File: src/thermal_pwm_derating_top_assert.svh
// assertion macros for the thermal pwm derating block
`ifndef THERMAL_PWM_DERATING_TOP_ASSERT_SVH
`define THERMAL_PWM_DERATING_TOP_ASSERT_SVH

`ifndef NO_ASSERTIONS

// same-cycle implication, sampled on clk, off during reset
`define TPD_ASSERT_NOW(label, cond, prop, msg) \
	label: assert property (@(posedge clk) disable iff (!arst_n) (cond) |-> (prop)) \
		else $error(msg);

// next-cycle implication, sampled on clk, off during reset
`define TPD_ASSERT_NXT(label, cond, prop, msg) \
	label: assert property (@(posedge clk) disable iff (!arst_n) (cond) |=> (prop)) \
		else $error(msg);

`else

`define TPD_ASSERT_NOW(label, cond, prop, msg)
`define TPD_ASSERT_NXT(label, cond, prop, msg)

`endif

`endif

File: src/tpd_pkg.sv
// shared types, codes and constants for the thermal pwm derating block
package tpd_pkg;

	localparam int TEMP_W     = 16;
	localparam int DUTY_W     = 8;
	localparam int CLS_W      = 2;
	localparam int CFG_IDX_W  = 2;
	localparam int CFG_DATA_W = 16;

	// product of temperature distance and duty span
	localparam int PROD_W = TEMP_W + DUTY_W;
	// quotient never exceeds the duty span
	localparam int QUOT_W = DUTY_W;

	// divider split: quotient bits resolved per pipeline stage
	localparam int DIV_BITS_PER_STAGE = 2;
	localparam int DIV_STAGES         = QUOT_W / DIV_BITS_PER_STAGE;

	// register indexes
	localparam logic [CFG_IDX_W-1:0] REG_NORMAL_MAX   = 2'd0;
	localparam logic [CFG_IDX_W-1:0] REG_THROTTLE_MAX = 2'd1;
	localparam logic [CFG_IDX_W-1:0] REG_CRITICAL     = 2'd2;
	localparam logic [CFG_IDX_W-1:0] REG_DUTY_FLOOR   = 2'd3;

	// register reset values
	localparam logic signed [TEMP_W-1:0] RST_NORMAL_MAX   = 16'sd960;
	localparam logic signed [TEMP_W-1:0] RST_THROTTLE_MAX = 16'sd1200;
	localparam logic signed [TEMP_W-1:0] RST_CRITICAL     = 16'sd1360;
	localparam logic [DUTY_W-1:0]        RST_DUTY_FLOOR   = 8'd0;

	// thermal class codes
	localparam logic [CLS_W-1:0] CLS_NORMAL   = 2'd0;
	localparam logic [CLS_W-1:0] CLS_THROTTLE = 2'd1;
	localparam logic [CLS_W-1:0] CLS_CRITICAL = 2'd2;
	localparam logic [CLS_W-1:0] CLS_UNUSED   = 2'd3;

	// duty selection codes
	localparam logic [1:0] MODE_FLOOR = 2'd0;
	localparam logic [1:0] MODE_REQ   = 2'd1;
	localparam logic [1:0] MODE_RAMP  = 2'd2;

	typedef struct packed {
		logic signed [TEMP_W-1:0] normal_max_temp;
		logic signed [TEMP_W-1:0] throttle_max_temp;
		logic signed [TEMP_W-1:0] critical_temp;
		logic [DUTY_W-1:0]        duty_floor;
	} cfg_t;

	// word after the compare stage
	typedef struct packed {
		logic [1:0]        mode;
		logic [CLS_W-1:0]  cls;
		logic [DUTY_W-1:0] req;
		logic [DUTY_W-1:0] floor_duty;
		logic [TEMP_W-1:0] num;
		logic [TEMP_W-1:0] den;
		logic [DUTY_W-1:0] span;
	} prep_t;

	// word through the multiply and divide stages
	typedef struct packed {
		logic [1:0]        mode;
		logic [CLS_W-1:0]  cls;
		logic [DUTY_W-1:0] req;
		logic [DUTY_W-1:0] floor_duty;
		logic [TEMP_W-1:0] den;
		logic [PROD_W-1:0] rem;
		logic [QUOT_W-1:0] quot;
	} work_t;

endpackage

File: src/tpd_regs.sv
// configuration register file for the derating thresholds and duty floor
module tpd_regs
	import tpd_pkg::*;
(
	input  logic                  clk,
	input  logic                  arst_n,
	input  logic                  cfg_wr_en,
	input  logic [CFG_IDX_W-1:0]  cfg_index,
	input  logic [CFG_DATA_W-1:0] cfg_data,
	output cfg_t                  cfg
);

	cfg_t cfg_q;

	// register writes, unused indexes ignored
	always_ff @(posedge clk or negedge arst_n) begin
		if (!arst_n) begin
			cfg_q.normal_max_temp   <= RST_NORMAL_MAX;
			cfg_q.throttle_max_temp <= RST_THROTTLE_MAX;
			cfg_q.critical_temp     <= RST_CRITICAL;
			cfg_q.duty_floor        <= RST_DUTY_FLOOR;
		end else if (cfg_wr_en) begin
			case (cfg_index)
				REG_NORMAL_MAX:   cfg_q.normal_max_temp   <= cfg_data[TEMP_W-1:0];
				REG_THROTTLE_MAX: cfg_q.throttle_max_temp <= cfg_data[TEMP_W-1:0];
				REG_CRITICAL:     cfg_q.critical_temp     <= cfg_data[TEMP_W-1:0];
				REG_DUTY_FLOOR:   cfg_q.duty_floor        <= cfg_data[DUTY_W-1:0];
				default: begin
				end
			endcase
		end
	end

	assign cfg = cfg_q;

endmodule

File: src/tpd_prep.sv
// first stage: threshold compares, class, ramp distance, divisor and span
module tpd_prep
	import tpd_pkg::*;
(
	input  logic              clk,
	input  logic              load,
	input  cfg_t              cfg,
	input  logic [TEMP_W-1:0] temperature,
	input  logic [DUTY_W-1:0] requested_duty,
	output prep_t             q
);

	logic signed [TEMP_W-1:0] t;
	logic signed [TEMP_W-1:0] t_norm;
	logic signed [TEMP_W-1:0] t_thr;
	logic signed [TEMP_W-1:0] t_crit;
	logic signed [TEMP_W:0]   num_w;
	logic signed [TEMP_W:0]   den_w;
	prep_t                    d;
	prep_t                    prep_s1;

	assign t      = temperature;
	assign t_norm = cfg.normal_max_temp;
	assign t_thr  = cfg.throttle_max_temp;
	assign t_crit = cfg.critical_temp;

	// distances are positive whenever the ramp is taken
	assign num_w = {t_thr[TEMP_W-1], t_thr} - {t[TEMP_W-1], t};
	assign den_w = {t_thr[TEMP_W-1], t_thr} - {t_norm[TEMP_W-1], t_norm};

	// duty selection in fixed priority, class on its own
	always_comb begin
		d.req        = requested_duty;
		d.floor_duty = cfg.duty_floor;
		d.num        = num_w[TEMP_W-1:0];
		d.den        = den_w[TEMP_W-1:0];
		d.span       = requested_duty - cfg.duty_floor;
		if (t >= t_crit || t >= t_thr) begin
			d.mode = MODE_FLOOR;
		end else if (t <= t_norm) begin
			d.mode = MODE_REQ;
		end else if (requested_duty < cfg.duty_floor) begin
			d.mode = MODE_REQ;
		end else begin
			d.mode = MODE_RAMP;
		end
		if (t >= t_crit) begin
			d.cls = CLS_CRITICAL;
		end else if (t >= t_norm) begin
			d.cls = CLS_THROTTLE;
		end else begin
			d.cls = CLS_NORMAL;
		end
	end

	always_ff @(posedge clk) begin
		if (load) begin
			prep_s1 <= d;
		end
	end

	assign q = prep_s1;

endmodule

File: src/tpd_mul.sv
// second stage: distance times duty span, seeds the divider remainder
module tpd_mul
	import tpd_pkg::*;
(
	input  logic  clk,
	input  logic  load,
	input  prep_t d,
	output work_t q
);

	work_t w;
	work_t work_s2;

	always_comb begin
		w.mode       = d.mode;
		w.cls        = d.cls;
		w.req        = d.req;
		w.floor_duty = d.floor_duty;
		w.den        = d.den;
		w.rem        = PROD_W'(d.num) * PROD_W'(d.span);
		w.quot       = '0;
	end

	always_ff @(posedge clk) begin
		if (load) begin
			work_s2 <= w;
		end
	end

	assign q = work_s2;

endmodule

File: src/tpd_div_stage.sv
// one restoring divider stage, resolves DIV_BITS_PER_STAGE quotient bits msb first
module tpd_div_stage
	import tpd_pkg::*;
#(
	parameter int QBIT_HI = QUOT_W - 1
) (
	input  logic  clk,
	input  logic  load,
	input  work_t d,
	output work_t q
);

	work_t             w;
	work_t             div_s;
	logic [PROD_W-1:0] dsh;
	logic              hit;

	// compare and subtract against the shifted divisor, shift in quotient bit
	always_comb begin
		w   = d;
		dsh = '0;
		hit = 1'b0;
		for (int k = 0; k < DIV_BITS_PER_STAGE; k++) begin
			dsh    = PROD_W'(d.den) << (QBIT_HI - k);
			hit    = (w.rem >= dsh);
			w.rem  = hit ? (w.rem - dsh) : w.rem;
			w.quot = {w.quot[QUOT_W-2:0], hit};
		end
	end

	always_ff @(posedge clk) begin
		if (load) begin
			div_s <= w;
		end
	end

	assign q = div_s;

endmodule

File: src/thermal_pwm_derating_top.sv
// top level of the thermal pwm derating pipeline
// Thermal PWM derating: each input word (signed temperature in 1/16 degree C and
// a requested 8-bit duty) yields one output word with the allowed duty and the
// thermal class (0 normal, 1 throttle, 2 critical). The block is a 7-stage
// pipeline: threshold compare, multiply, four divider stages of two quotient
// bits each, and the output register. It takes one word per cycle while the
// output is not stalled; a stalled output only holds back the stages behind
// it, so empty stages keep filling. The user must write the thresholds and
// duty floor through the configuration port only while no word is in flight;
// the block itself does not enforce this.
`include "thermal_pwm_derating_top_assert.svh"

module thermal_pwm_derating_top
	import tpd_pkg::*;
(
	input  logic                  clk,
	input  logic                  arst_n,
	input  logic                  cfg_wr_en,
	input  logic [CFG_IDX_W-1:0]  cfg_index,
	input  logic [CFG_DATA_W-1:0] cfg_data,
	input  logic                  in_valid,
	output logic                  in_stall,
	input  logic [TEMP_W-1:0]     temperature,
	input  logic [DUTY_W-1:0]     requested_duty,
	output logic                  out_valid,
	input  logic                  out_stall,
	output logic [DUTY_W-1:0]     allowed_duty,
	output logic [CLS_W-1:0]      thermal_class
);

	localparam int NUM_STG  = DIV_STAGES + 3;
	localparam int STG_MUL  = 1;
	localparam int STG_DIV0 = 2;
	localparam int STG_LAST = NUM_STG - 1;

	cfg_t              cfg;
	prep_t             prep_q;
	work_t             mul_q;
	work_t             div_q [DIV_STAGES];
	work_t             div_last;
	logic [NUM_STG-1:0] valid_q;
	logic [NUM_STG-1:0] adv;
	logic [DUTY_W-1:0] duty_d;
	logic [DUTY_W-1:0] out_duty_q;
	logic [CLS_W-1:0]  out_cls_q;

	tpd_regs u_regs (
		.clk       (clk),
		.arst_n    (arst_n),
		.cfg_wr_en (cfg_wr_en),
		.cfg_index (cfg_index),
		.cfg_data  (cfg_data),
		.cfg       (cfg)
	);

	// stage advance: a stage moves when empty or when the next one moves
	always_comb begin
		adv[STG_LAST] = !valid_q[STG_LAST] || !out_stall;
		for (int k = STG_LAST - 1; k >= 0; k--) begin
			adv[k] = !valid_q[k] || adv[k+1];
		end
	end

	assign in_stall = !adv[0];

	// valid bits travel with the word
	always_ff @(posedge clk or negedge arst_n) begin
		if (!arst_n) begin
			valid_q <= '0;
		end else begin
			if (adv[0]) begin
				valid_q[0] <= in_valid;
			end
			for (int k = 1; k < NUM_STG; k++) begin
				if (adv[k]) begin
					valid_q[k] <= valid_q[k-1];
				end
			end
		end
	end

	tpd_prep u_prep (
		.clk            (clk),
		.load           (adv[0]),
		.cfg            (cfg),
		.temperature    (temperature),
		.requested_duty (requested_duty),
		.q              (prep_q)
	);

	tpd_mul u_mul (
		.clk  (clk),
		.load (adv[STG_MUL]),
		.d    (prep_q),
		.q    (mul_q)
	);

	// divider chain
	for (genvar g = 0; g < DIV_STAGES; g++) begin : g_div
		tpd_div_stage #(
			.QBIT_HI (QUOT_W - 1 - g * DIV_BITS_PER_STAGE)
		) u_div (
			.clk  (clk),
			.load (adv[STG_DIV0 + g]),
			.d    ((g == 0) ? mul_q : div_q[(g == 0) ? 0 : g - 1]),
			.q    (div_q[g])
		);
	end

	assign div_last = div_q[DIV_STAGES-1];

	// final duty selection
	always_comb begin
		case (div_last.mode)
			MODE_FLOOR: duty_d = div_last.floor_duty;
			MODE_REQ:   duty_d = div_last.req;
			MODE_RAMP:  duty_d = div_last.floor_duty + div_last.quot;
			default:    duty_d = div_last.req;
		endcase
	end

	// output register
	always_ff @(posedge clk) begin
		if (adv[STG_LAST]) begin
			out_duty_q <= duty_d;
			out_cls_q  <= div_last.cls;
		end
	end

	assign out_valid     = valid_q[STG_LAST];
	assign allowed_duty  = out_duty_q;
	assign thermal_class = out_cls_q;

	// checks
	`TPD_ASSERT_NXT(a_accept_lands, in_valid && !in_stall, valid_q[0], "accepted word lost at stage 1")
	`TPD_ASSERT_NOW(a_stall_full, in_stall, valid_q[0] && valid_q[STG_LAST], "input stalled with room")
	`TPD_ASSERT_NOW(a_ramp_bound, valid_q[STG_LAST-1] && div_last.mode == MODE_RAMP, (div_last.quot <= div_last.req - div_last.floor_duty) && (div_last.rem < PROD_W'(div_last.den)), "ramp quotient out of range")
	`TPD_ASSERT_NOW(a_class_code, out_valid, thermal_class != CLS_UNUSED, "reserved thermal class")

endmodule
File: config.mk
export PLATFORM = sky130hd
export DESIGN_NAME = thermal_pwm_derating_top
export DESIGN_NICKNAME = d
export VERILOG_FILES = /design/src/tpd_pkg.sv /design/src/tpd_regs.sv /design/src/tpd_prep.sv /design/src/tpd_mul.sv /design/src/tpd_div_stage.sv /design/src/thermal_pwm_derating_top.sv
export VERILOG_INCLUDE_DIRS = /design/src /design/src/src
export SDC_FILE = /design/constraint.sdc
export NUM_CORES = 1
export LEC_CHECK = 0
export BUFFER_PORTS_ARGS = -buffer_cell sky130_fd_sc_hd__buf_2
export CORE_ASPECT_RATIO = 1.2
export CORE_UTILIZATION = 35
export CTS_CLUSTER_DIAMETER = 40
export DETAILED_ROUTE_END_ITERATION = 10
export PLACE_DENSITY = 0.53
export SETUP_SLACK_MARGIN = 0.05
export SLEW_MARGIN = 40
export SYNTH_ARGS = -nofsm -noshare
export SYNTH_HDL_FRONTEND = slang
export SYNTH_HIERARCHICAL = 1
export SYNTH_SLANG_ARGS = --single-unit
export TNS_END_PERCENT = 100
File: constraint.sdc
create_clock -name clk -period 7.31 [get_ports clk]
set_input_delay 0.731 -clock clk [delete_from_list [all_inputs] [get_ports clk]]
set_output_delay 0.731 -clock clk [all_outputs]
set_load 0.1 [all_outputs]
### Yosys cells after proc, flatten, opt, wreduce, memory -nomap -nowiden

Index checks and enable logic that the tools add are counted.

* bits in read-only memories: 0
* output and inout bits: 12
* bits of input ports: 47
* bits in latches: 0
* memory bits (writable): 0
* flip-flop bits (word level): 413
* memories kept: 0

* shift-type cells: 0
* multiply operators: 1
* reductions and logical operators: 24
* $lt $le $gt $ge: 13
* eq/ne operators: 4
* div/mod/pow operators: 0
* muxes and demuxes: 11
* bitwise operators: 0
* add/subtract/negate cells: 11

Operators by type and width (count)
* $mux 24: 7
* $ge 16x16->1: 3
* $sub 16x16->16: 2
* $ge 24x16->1: 1
* $ge 24x17->1: 1
* $ge 24x18->1: 1
* $ge 24x19->1: 1
* $ge 24x20->1: 1
* $ge 24x21->1: 1
* $ge 24x22->1: 1
* $ge 24x23->1: 1
* $mul 16x8->24: 1
* $sub 24x17->24: 1
* $sub 24x18->24: 1
* $sub 24x19->24: 1
* $sub 24x20->24: 1
* $sub 24x21->24: 1
* $sub 24x22->24: 1
* $sub 24x23->24: 1
* $le 16x16->1: 1
* $pmux 8 s2: 1
* $logic_not 1->1: 9
* $add 8x8->8: 1
* $logic_or 1x1->1: 8
* other kinds (9): 16

### Depth between registers and ports, before layout

* depth in word-level cells: 9
* mapped depth: 26

### Cells and area by module

Netlist, hierarchy kept.

Modules (own cells, without submodules)
* tpd_mul: seq. area each 1801.7 um2, instances 1, cells an instance 568, area each 6069.6 um2
* tpd_prep: seq. area each 1801.7 um2, instances 1, cells an instance 467, area each 4633.2 um2
* tpd_div_stage at g_div[3].u_div: seq. area each 2042.0 um2, instances 1, cells an instance 422, area each 4498.1 um2
* tpd_div_stage at g_div[2].u_div: seq. area each 2042.0 um2, instances 1, cells an instance 407, area each 4465.5 um2
* tpd_div_stage at g_div[1].u_div: seq. area each 2042.0 um2, instances 1, cells an instance 372, area each 4299.1 um2
* tpd_div_stage at g_div[0].u_div: seq. area each 2042.0 um2, instances 1, cells an instance 362, area each 4167.7 um2
* tpd_regs: seq. area each 1416.4 um2, instances 1, cells an instance 119, area each 2123.3 um2
* thermal_pwm_derating_top: seq. area each 475.5 um2, instances 1, cells an instance 114, area each 1081.0 um2

### Least setup slack after synthesis

Ideal clock, no wire load.

* path type: register to output
* start point: register valid_q[6]
* end point: output port in_stall
* data required time: 6.579 ns
* path buffers: 0
* data arrival time: 6.437 ns
* slack: 0.142 ns
* stages on the path, launching flop included: 6
* cell sequence: dfrtp_1 -> nand3_1 -> nor2_1 -> and3_1 -> nand3_1 -> inv_1

* word-level cells in the longest chain between the ends: 9

RTL lines
* start: declaration: line thermal_pwm_derating_top.sv:41 `logic [NUM_STG-1:0] valid_q;`
* start signal: indexed assignment: line thermal_pwm_derating_top.sv:76 `valid_q[k] <= valid_q[k-1];`
* $logic_not 1->1: line thermal_pwm_derating_top.sv:58 `adv[STG_LAST] = !valid_q[STG_LAST] || !out_stall;`
* $logic_or 1x1->1: line thermal_pwm_derating_top.sv:58
* $logic_or 1x1->1: line thermal_pwm_derating_top.sv:60 `adv[k] = !valid_q[k] || adv[k+1];`
* via adv[5]: line thermal_pwm_derating_top.sv:42 `logic [NUM_STG-1:0] adv;`
* $logic_or 1x1->1 (5 in series): line thermal_pwm_derating_top.sv:60
* via adv[0]: line thermal_pwm_derating_top.sv:42
* $logic_not 1->1: line thermal_pwm_derating_top.sv:64 `assign in_stall = !adv[0];`
* end: declaration: line thermal_pwm_derating_top.sv:22 `output logic in_stall,`

The timed path passes the listed nets, and every way through them passes these cells.

==> impl_metrics.json <==
{
  "num-fill-cells": 7915,
  "criticalPathCategory": "flop to flop",
  "antenna_found_initial": 5,
  "cp.depth": 18,
  "grt_max_degree": 66,
  "critPathArrivalTime_ns": 6.45,
  "worstPathRequired_ns": 7.65,
  "num_rows": 115,
  "start_util_pct": 35.3,
  "fmax_mhz": 163,
  "critPathSlowestCell": "nor2_2",
  "cpPeakStageDelay_ns": 0.61,
  "die_w_um": 265,
  "register_area_um2": 12100,
  "ant_nets": 0,
  "worstPathMaxFanout": 17,
  "drtPass1Iterations": 5,
  "cts_root_buf": "clkbuf_16",
  "gp_congestion": 0.876,
  "cp_top_family": "compound AO/OA/AOI/OAI gates",
  "rsz0062_at_grt": "no",
  "syn-cell-area_um2": 29000,
  "h-tree-depth": 3,
  "end_kind": "flop",
  "insertion_delay_ns": 0.63,
  "hold_ws_ns": 0.202,
  "multi_input_area_um2": 15600,
  "yosysWarnings": 6,
  "hpwl_mm": 57.8,
  "regToRegSetupSlack_ns": 1.19,
  "maxCapViolCount": 0,
  "postSynthAreaPerCell_um2": 10.9,
  "nets": 3159,
  "die-area_um2": 84000,
  "wl_per_cell_um": 18.8,
  "route.vias.total": 20400,
  "boundaryPins": 59,
  "die_h_um": 317,
  "drt_first_iter_violations": 1019,
  "finalSetupViolations": 0,
  "synth.net_count": 3059,
  "hold_path.class": "input pin to asynchronous set/reset pin",
  "ff2ff_path_depth": 18,
  "worst-path-buf-inv": 2,
  "grt_first_pass_wirelength_mm": 116,
  "syn_inst": 2666,
  "syn2layout_area_growth_pct": 13.5,
  "path_clk_slew_ns": 0.05,
  "tritoncts": "yes",
  "cts_buffers": 70,
  "cp_cell_sequence": "inv_1, ha_1, a211oi_1, o211ai_1, o21ai_1, a31oi_1, nor2_2, mux2_2, ha_1, nor2b_1, o2111ai_1, and4b_1, o21ai_0, a21boi_0, o211ai_2, nor3b_4, buf_4, mux2_2",
  "slew_headroom_pct": 37.3,
  "io_buffers": 58,
  "via_per_inst": 5.27,
  "drive_gt1_share_pct": 14.1,
  "post-cts-setup-buffers": 0,
  "setup.worst_path.start_class": "flop",
  "hold_viol": 0,
  "cts_max_path_buffers": 3,
  "track_usage_pct": 17.6,
  "grt_overflow": 0,
  "worstMarginPinSlew_ns": 0.929,
  "tns_ns": 0,
  "drv_slew": 0,
  "post_cts_resized": 0,
  "core_area_um2": 82000,
  "skew_ns": 0.0655,
  "post-route-drc-count": 0,
  "final_cell_mix": "edfxtp_1, inv_1, ha_1",
  "drt_wl_total_mm": 72.9,
  "period_share_pct": 83.7,
  "grt_pass1_vias": 21600,
  "final_common_cell": "edfxtp_1",
  "status": "complete, no violations",
  "cts_sinks": 413,
  "cts_hold_buf": 0,
  "period_needed_ns": 6.12
}
-- worst reg2reg max path: cells and delay by family (launching register included) --
kind / cells / cell delay [ns]
muxes: 2 / 0.80
buffers and inverters: 2 / 0.41
DFF: 1 / 0.39
AOI/OAI and AO/OA: 8 / 2.06
and+or+nand+nor: 4 / 1.57
adders and majority gates: 2 / 0.63
-- routing by layer --
metal  global-route usage (%)  vias to the layer above  share of wire, %
met3                     2.18                      142               2.9
li1                         -                     9838                 -
met2                     33.4                      382                52
met4                     7.84                        0               3.7
met5                        0                        -                 0
met1                     19.7                    10100                41
-- state kept, by name (all words and copies together), names as in the netlist --
| signal | cells |
|---|---|
| u_mul/q | 60 |
| valid_q | 7 |
| g_div.u_div/q | 220 |
| u_prep/q | 60 |
| thermal_class | 2 |
| u_regs/cfg | 56 |
| allowed_duty | 8 |
-- layout make-up --
| cell class | count | area share, % |
|---|---|---|
| Antenna cell | 1 | 0.00761 |
| Clock buffer | 83 | 5.66 |
| Clock inverter | 45 | 1.68 |
| Inverter | 288 | 3.29 |
| Multi-Input combinational cell | 1921 | 47.3 |
| Sequential cell | 413 | 36.8 |
| Tap cell | 1053 | 4.00 |
| Timing Repair Buffer | 72 | 1.27 |
-- metrics by stage --
stage / instances / utilization (%) / area, um2 / worst slack (ns)
CTS: 3875 / 40.1 / 32900 / 1.17
finish: 3876 / 40.1 / 32900 / 1.19
detailed placement: 3747 / 37.2 / 30500 / 1.18
global placement: 3744 / 37.1 / 30400 / 1.12
floorplan: 2666 / - / 29000 / 1.30
global route: 3876 / 40.1 / 32900 / 0.739
-- final timing paths --
check / startpoint / end
worst max-delay path: g_div[0].u_div/q[36] / g_div[1].u_div/q[15]
worst min-delay path: arst_n / u_regs/cfg[21]
worst max register to register: g_div[0].u_div/q[36] / g_div[1].u_div/q[15]
worst min register to register: u_prep/q[16] / u_mul/q[40]
max in group asynchronous: arst_n / valid_q[6]
min in group clk: requested_duty[0] / u_prep/q[48]
Power is left out: the tool's default activity adds up to more than one toggle a clock period on the data nets, which glitch-free logic cannot reach.
